--- src/hdl/glzw_pkg.sv ---
// shared constants for the gif lzw decoder
`default_nettype none
package glzw_pkg;
  localparam int TableEntriesDefault = 4096;
  localparam int MaxCodeBitsDefault = 12;
  localparam logic [3:0] MinSizeReset = 4'd8;
  localparam logic OpPush = 1'b0;
  localparam logic OpPull = 1'b1;

  // commands from controller to datapath
  typedef struct packed {
    logic restart;
    logic take_byte;
    logic pull;
    logic extract;
    logic walk_step;
    logic walk_root;
    logic commit;
  } glzw_cmd_t;

  // status from datapath to controller
  typedef struct packed {
    logic size_ok;
    logic done;
    logic stack_empty;
    logic code_ready;
    logic need_walk;
    logic walk_more;
    logic blk_zero;
  } glzw_stat_t;
endpackage
`default_nettype wire

--- src/hdl/glzw_control.sv ---
// gif lzw controller: request handling and decode sequencing
`default_nettype none
module glzw_control (
  input  wire logic clk,
  input  wire logic rst,
  input  wire logic cfg_we,
  input  wire logic in_fire,
  input  wire logic in_op,
  input  wire logic out_free,
  input  wire glzw_pkg::glzw_stat_t stat,
  output glzw_pkg::glzw_cmd_t cmd,
  output logic busy,
  output logic res_load,
  output logic res_valid_pix,
  output logic res_refused
);
  import glzw_pkg::*;
  localparam logic [2:0] S_IDLE = 3'd0, S_DEC = 3'd1, S_RD = 3'd2,
                         S_WALK = 3'd3, S_DONE = 3'd4, S_PULLW = 3'd5;
  logic [2:0] state, state_next;
  logic pend_refused, pend_pix;

  assign busy = (state != S_IDLE);

  always_comb begin
    cmd = '0;
    state_next = state;
    res_load = 1'b0;
    res_valid_pix = pend_pix;
    res_refused = pend_refused;
    case (state)
      S_IDLE: begin
        if (in_fire) begin
          if (!stat.size_ok) begin
            state_next = S_DONE;
          end else if (in_op == OpPush) begin
            if (!(stat.done || !stat.stack_empty)) begin
              cmd.take_byte = 1'b1;
              state_next = stat.blk_zero ? S_DONE : S_DEC;
            end else state_next = S_DONE;
          end else if (!stat.stack_empty) begin
            cmd.pull = 1'b1;
            state_next = S_DEC;
          end else state_next = S_DONE;
        end
      end
      // extract codes while nothing is pending
      S_DEC: begin
        if (!stat.done && stat.stack_empty && stat.code_ready) begin
          cmd.extract = 1'b1;
          state_next = S_RD;
        end else state_next = S_DONE;
      end
      S_RD: state_next = stat.need_walk ? S_WALK : S_DEC;
      S_WALK: begin
        if (stat.walk_more) begin
          cmd.walk_step = 1'b1;
          state_next = S_PULLW;
        end else begin
          cmd.walk_root = 1'b1;
          cmd.commit = 1'b1;
          state_next = S_DEC;
        end
      end
      S_PULLW: state_next = S_WALK;
      S_DONE: begin
        if (out_free) begin
          res_load = 1'b1;
          state_next = S_IDLE;
        end
      end
      default: state_next = S_IDLE;
    endcase
  end

  always_ff @(posedge clk) begin
    if (rst || cfg_we) begin
      state <= S_IDLE;
      pend_refused <= 1'b0;
      pend_pix <= 1'b0;
    end else begin
      state <= state_next;
      if (state == S_IDLE && in_fire) begin
        pend_pix <= stat.size_ok && in_op == OpPull && !stat.stack_empty;
        pend_refused <= !stat.size_ok ||
          (in_op == OpPush && (stat.done || !stat.stack_empty)) ||
          (in_op == OpPull && stat.stack_empty);
      end
    end
  end
endmodule
`default_nettype wire

--- config.mk ---
export PLATFORM = sky130hd
export DESIGN_NAME = glzw_control
export DESIGN_NICKNAME = d
export VERILOG_FILES = /design/src/hdl/glzw_pkg.sv /design/src/hdl/glzw_control.sv
export SDC_FILE = /design/constraint.sdc
export NUM_CORES = 1
export LEC_CHECK = 0
export ABC_AREA = 1
export ABC_CLOCK_PERIOD_IN_PS = 1400
export BUFFER_PORTS_ARGS = -buffer_cell sky130_fd_sc_hd__buf_2
export CAP_MARGIN = 0
export CORE_AREA = 2 2 39 41
export DETAILED_ROUTE_END_ITERATION = 7
export DIE_AREA = 0 0 41 43
export HOLD_SLACK_MARGIN = 0.15
export PLACE_DENSITY = 0.63
export SKIP_CTS_REPAIR_TIMING = 1
export SLEW_MARGIN = 0
export SYNTH_ARGS = -nofsm -noshare
export SYNTH_HDL_FRONTEND = slang
export SYNTH_SLANG_ARGS = --single-unit
--- constraint.sdc ---
create_clock -name clk -period 1.4 [get_ports clk]
set_clock_uncertainty 0.2 [all_clocks]
set_input_delay 0.14 -clock clk [delete_from_list [all_inputs] [get_ports clk]]
set_output_delay 0.14 -clock clk [all_outputs]
set_load 0.005 [all_outputs]
---- Word level (Yosys, flattened, before mapping) ----
Cells that the tools add are included.
cells by class
  add/sub/neg operators ................... 0
  multiply operators ...................... 0
  div/mod/pow operators ................... 0
  order comparisons ....................... 0
  equal/unequal tests ..................... 7
  shift operators ......................... 0
  muxes and demuxes ....................... 25
  bitwise gates (word level) .............. 1
  reductions and logical operators ........ 17
operator list
  kind                                                                   number
  3-bit two-way mux                                                      10
  3-bit case mux with 6 select lines                                     1
  2-bit two-way mux                                                      5
  1-bit two-way mux                                                      9
  1-bit logical AND                                                      7
  3-bit by 2-bit equality test with 1-bit output, second input constant  2
  3-bit equality test, second input constant                             2
  1-bit logical OR                                                       4
  2-bit != test, second input constant                                   2
  3-bit by 1-bit equality test with 1-bit output, second input constant  1
  1-bit zero test                                                        3
  3-bit zero test                                                        1
  3-bit nonzero test                                                     1
  2-bit AND reduction                                                    1
  1-bit NOT                                                              1
storage, ports and cells
  register bits ........................... 5
  latch bits .............................. 0
  bits in writable memories ............... 0
  ROM bits ................................ 0
  output and inout port bits .............. 11
  word-level logic and storage cells ...... 53
  memories ................................ 0

---- Longest topological paths before layout ----
  depth after elaboration ................. 7
  gate-level depth with buffers ........... 8
  gate-level depth less buffers ........... 8

---- Worst setup path before layout ----
OpenSTA, ideal clock, no wires.
  path kind ............................... register to output
  start ................................... reg state[2]
  end ..................................... out cmd[5] (netlist bit)
  data arrival time ....................... 813 ps
  required time ........................... 1060 ps
  slack ................................... 247 ps
  stages on the path, launching flop included .. 6
  path buffers ............................ 0
  cells stage by stage .................... dfxtp_1 > inv_2 > nand3_4 > inv_4 > nand2_2 > nor4_2
RTL lines
  element                 RTL line            RTL
  from (decl)             glzw_control.sv:20  logic [2:0] state, state_next;
  from (signal assigned)  glzw_control.sv:82  state <= state_next;
  to (decl)               glzw_control.sv:11  output glzw_pkg::glzw_cmd_t cmd,

==> results by group <==
Logic synthesis
  • Cells after synthesis: 60
  • Synth top area share: 0.2589
  • Post-synthesis cell area: 386.6 um2
  • Register bit count reported by yosys: 5
  • Mean post-synth cell area: 6.444 um2
  • Yosys cell types: 22
  • Top cells by count, synth: inv_1 (9), nand2_1 (9), nor2_1 (6)
  • Ys async rst share: 0
  • Post-Syn Nets: 73
  • Largest cells by area after synthesis: dfxtp_1 (26%), inv_1 (8.7%), nand2_1 (8.7%)
  • Top FF cell, synth: dfxtp_1
  • Synth warn: 0
  • Post-synth EDFFs: 0
  • Dominant cell type by area after synthesis: dfxtp_1
  • Post-synthesis sequential area ratio: 0.2589

Timing
  • Final worst path period share: 1.083
  • Final period demand of the worst path: between 1.5 and 2 ns
  • RSZ-0062 raised after global routing: true
  • Final Max Tran Viols: 0
  • Fmax achieved: 659.5 MHz
  • Setup Viol. Count Final: 5
  • Final count of hold timing violations: 0
  • Final setup margin: -0.1163 ns
  • Hold slack: about 0.022 ns

CTS
  • Max clock buf depth: 2
  • Clock Sinks: 5
  • Htree depth: 1
  • Root Buffer: clkbuf_4
  • Num CTS Buffers: 3
  • Worst skew pair latency: 0.23 ns
  • CTS tree: yes
  • Clk slew on worst S/H paths: 0.04 ns

Pwr
  • Comb pwr share: 0.230
  • P_sw: between 0.1 and 0.15 mW
  • Pwr Total: 0.4021 mW
  • Clock power frac: 0.395
  • Pwr Density: about 660 nW/um2
  • VDD IR-drop max: ~0.00041 V
  • Register share of total power: 0.375
  • Switching Fraction: 0.2560
  • Internal power: 0.2991 mW
  • Cell leakage power: 0.3311 nW

Placement
  • HPWL Detailed: 705 um
  • Dpl cells: 96
  • Pre-CTS setup slack: 0.09001 ns
  • PortBufs: 22
  • GPL Wtd Cong: 0.7187

Layout
  • Antenna Cells: 0
  • # fillers: 146
  • P&R area growth vs syn: 56.96%
  • Share of layout cells above drive strength 1: 0.4615
  • Util after Layout: 0.4385
  • Nets: 105
  • Finished Layout Cells: 107

Worst hold path
  • Hold Path Class: in2reg

Routing
  • Post-Route WL: 877 um
  • DR vias/cell: 4.336
  • Pre-Repair DR Iteration Count: 2
  • DRT iter0 DRCs: 6
  • ANT nets after route: 0
  • Via count: 464
  • Drt wl/cell: around 8.2 um
  • # DRC: 0

Setup path
  • CP endpoint kind: output pin
  • Critical path arrival: 1.18 ns
  • Critical path fanouts, max: 6
  • Critical Path RT: 1.06 ns
  • CP Launch Type: flip-flop
  • WS Path Type: reg2out

Global route
  • Vias in the first global route: around 390
  • Met1 GRT Util: 0.1282
  • GR Util All Layers: 0.1143
  • Grt met3 use: 0.01571
  • Initial antenna violation count: 0
  • First-pass GRT wire length: 1414 um
  • Grt ovf: 0
  • Largest net degree at the start of global routing: 7
  • Most Crowded Layer GR: met2
  • Met2 Use GR: 0.1844

Floorplan
  • Starting Density: 0.2794
  • Die area: between 1500 and 2000 um2
  • Die W: between 40 and 50 um
  • Core area: 1384 um2
  • Num rows: 14
  • Ports: 24
  • Die H: 43 um

Flow run
  • Max_cap viols: 0

Status
  • Failing checks: negative setup slack
  • Status: finished, violations left
[layout make-up]
type	instances	area (um2)	area share
clock buffer	4	26.28	0.04330
timing repair buffer	29	172.7	0.2845
tap	16	20.02	0.03299
inverter	13	58.81	0.09691
multi-input combinational	40	222.7	0.3670
sequential	5	106.4	0.1753
[worst paths after layout]
path         cells after the start  slack, ns             to     startpoint
max reg2reg                      8       0.13       state[2]       state[2]
min                              3       0.02    res_refused        in_fire
max                              6      -0.12         cmd[5]       state[0]
min reg2reg                      2       0.26  res_valid_pix  res_valid_pix
[routing by layer]
metal | vias to the layer above | part of all wire
li1 | 256 | -
met3 | 0 | 0.038
met1 | 199 | 0.42
met4 | 0 | 0
met5 | - | 0
met2 | 9 | 0.54
[logic make-up (layout without fill, tap and decap cells)]
group	Yosys count	count (layout)	share of synthesized area
AOI/OAI and AO/OA	8	8	0.1068
buffers and inverters	15	46	0.1715
DFF	5	5	0.2589
other	1	1	0.009699
and+or+nand+nor	31	31	0.4531
[flip-flops by register name, summed over array words and instances (netlist names)]
signal	count
res_refused	1
res_valid_pix	1
state	3
[placed cells by master (no fill, tap or decap), types with 2 or more instances in the layout]
cell           Yosys  final
buf_4              2      3
nand3_1            5      5
dfxtp_1            5      2
dfxtp_2            0      2
clkbuf_4           0      3
buf_2              0     22
a21oi_1            4      4
nand4_1            3      3
inv_4              1      4
nand2_1            9      9
nor2_1             6      5
inv_1              9      9
o21ai_1            2      2
dlygate4sd3_1      0      4
[metrics by stage]
| step | instance area (um2) | setup TNS (ns) |
|---|---|---|
| after floorplan | 386.6 | 0 |
| after global placement | 501.7 | 0 |
| after detailed placement | 501.7 | 0 |
| after CTS | 528.0 | -0.3052 |
| after global routing | 606.8 | -0.6430 |
| final | 606.8 | -0.1449 |
[worst max-delay path, cell delays in order (launching register included)]
cell     delay [ns]
dfxtp_4        0.36
inv_4          0.07
nand3_4        0.09
inv_4          0.07
nand2_2        0.06
nor4_2         0.13
buf_2          0.15
[power by group through the flow]
| stage | clock, mW | combinational [mW] | sequential, mW |
|---|---|---|---|
| after floorplan | 0 | 0.0503 | 0.153 |
| after global placement | 0 | 0.0801 | 0.153 |
| after detailed placement | 0 | 0.0798 | 0.153 |
| after CTS | 0.169 | 0.0801 | 0.151 |
| after global routing | 0.180 | 0.105 | 0.151 |
| final | 0.159 | 0.0925 | 0.151 |
No activity file was read; power rests on OpenSTA's default activity.
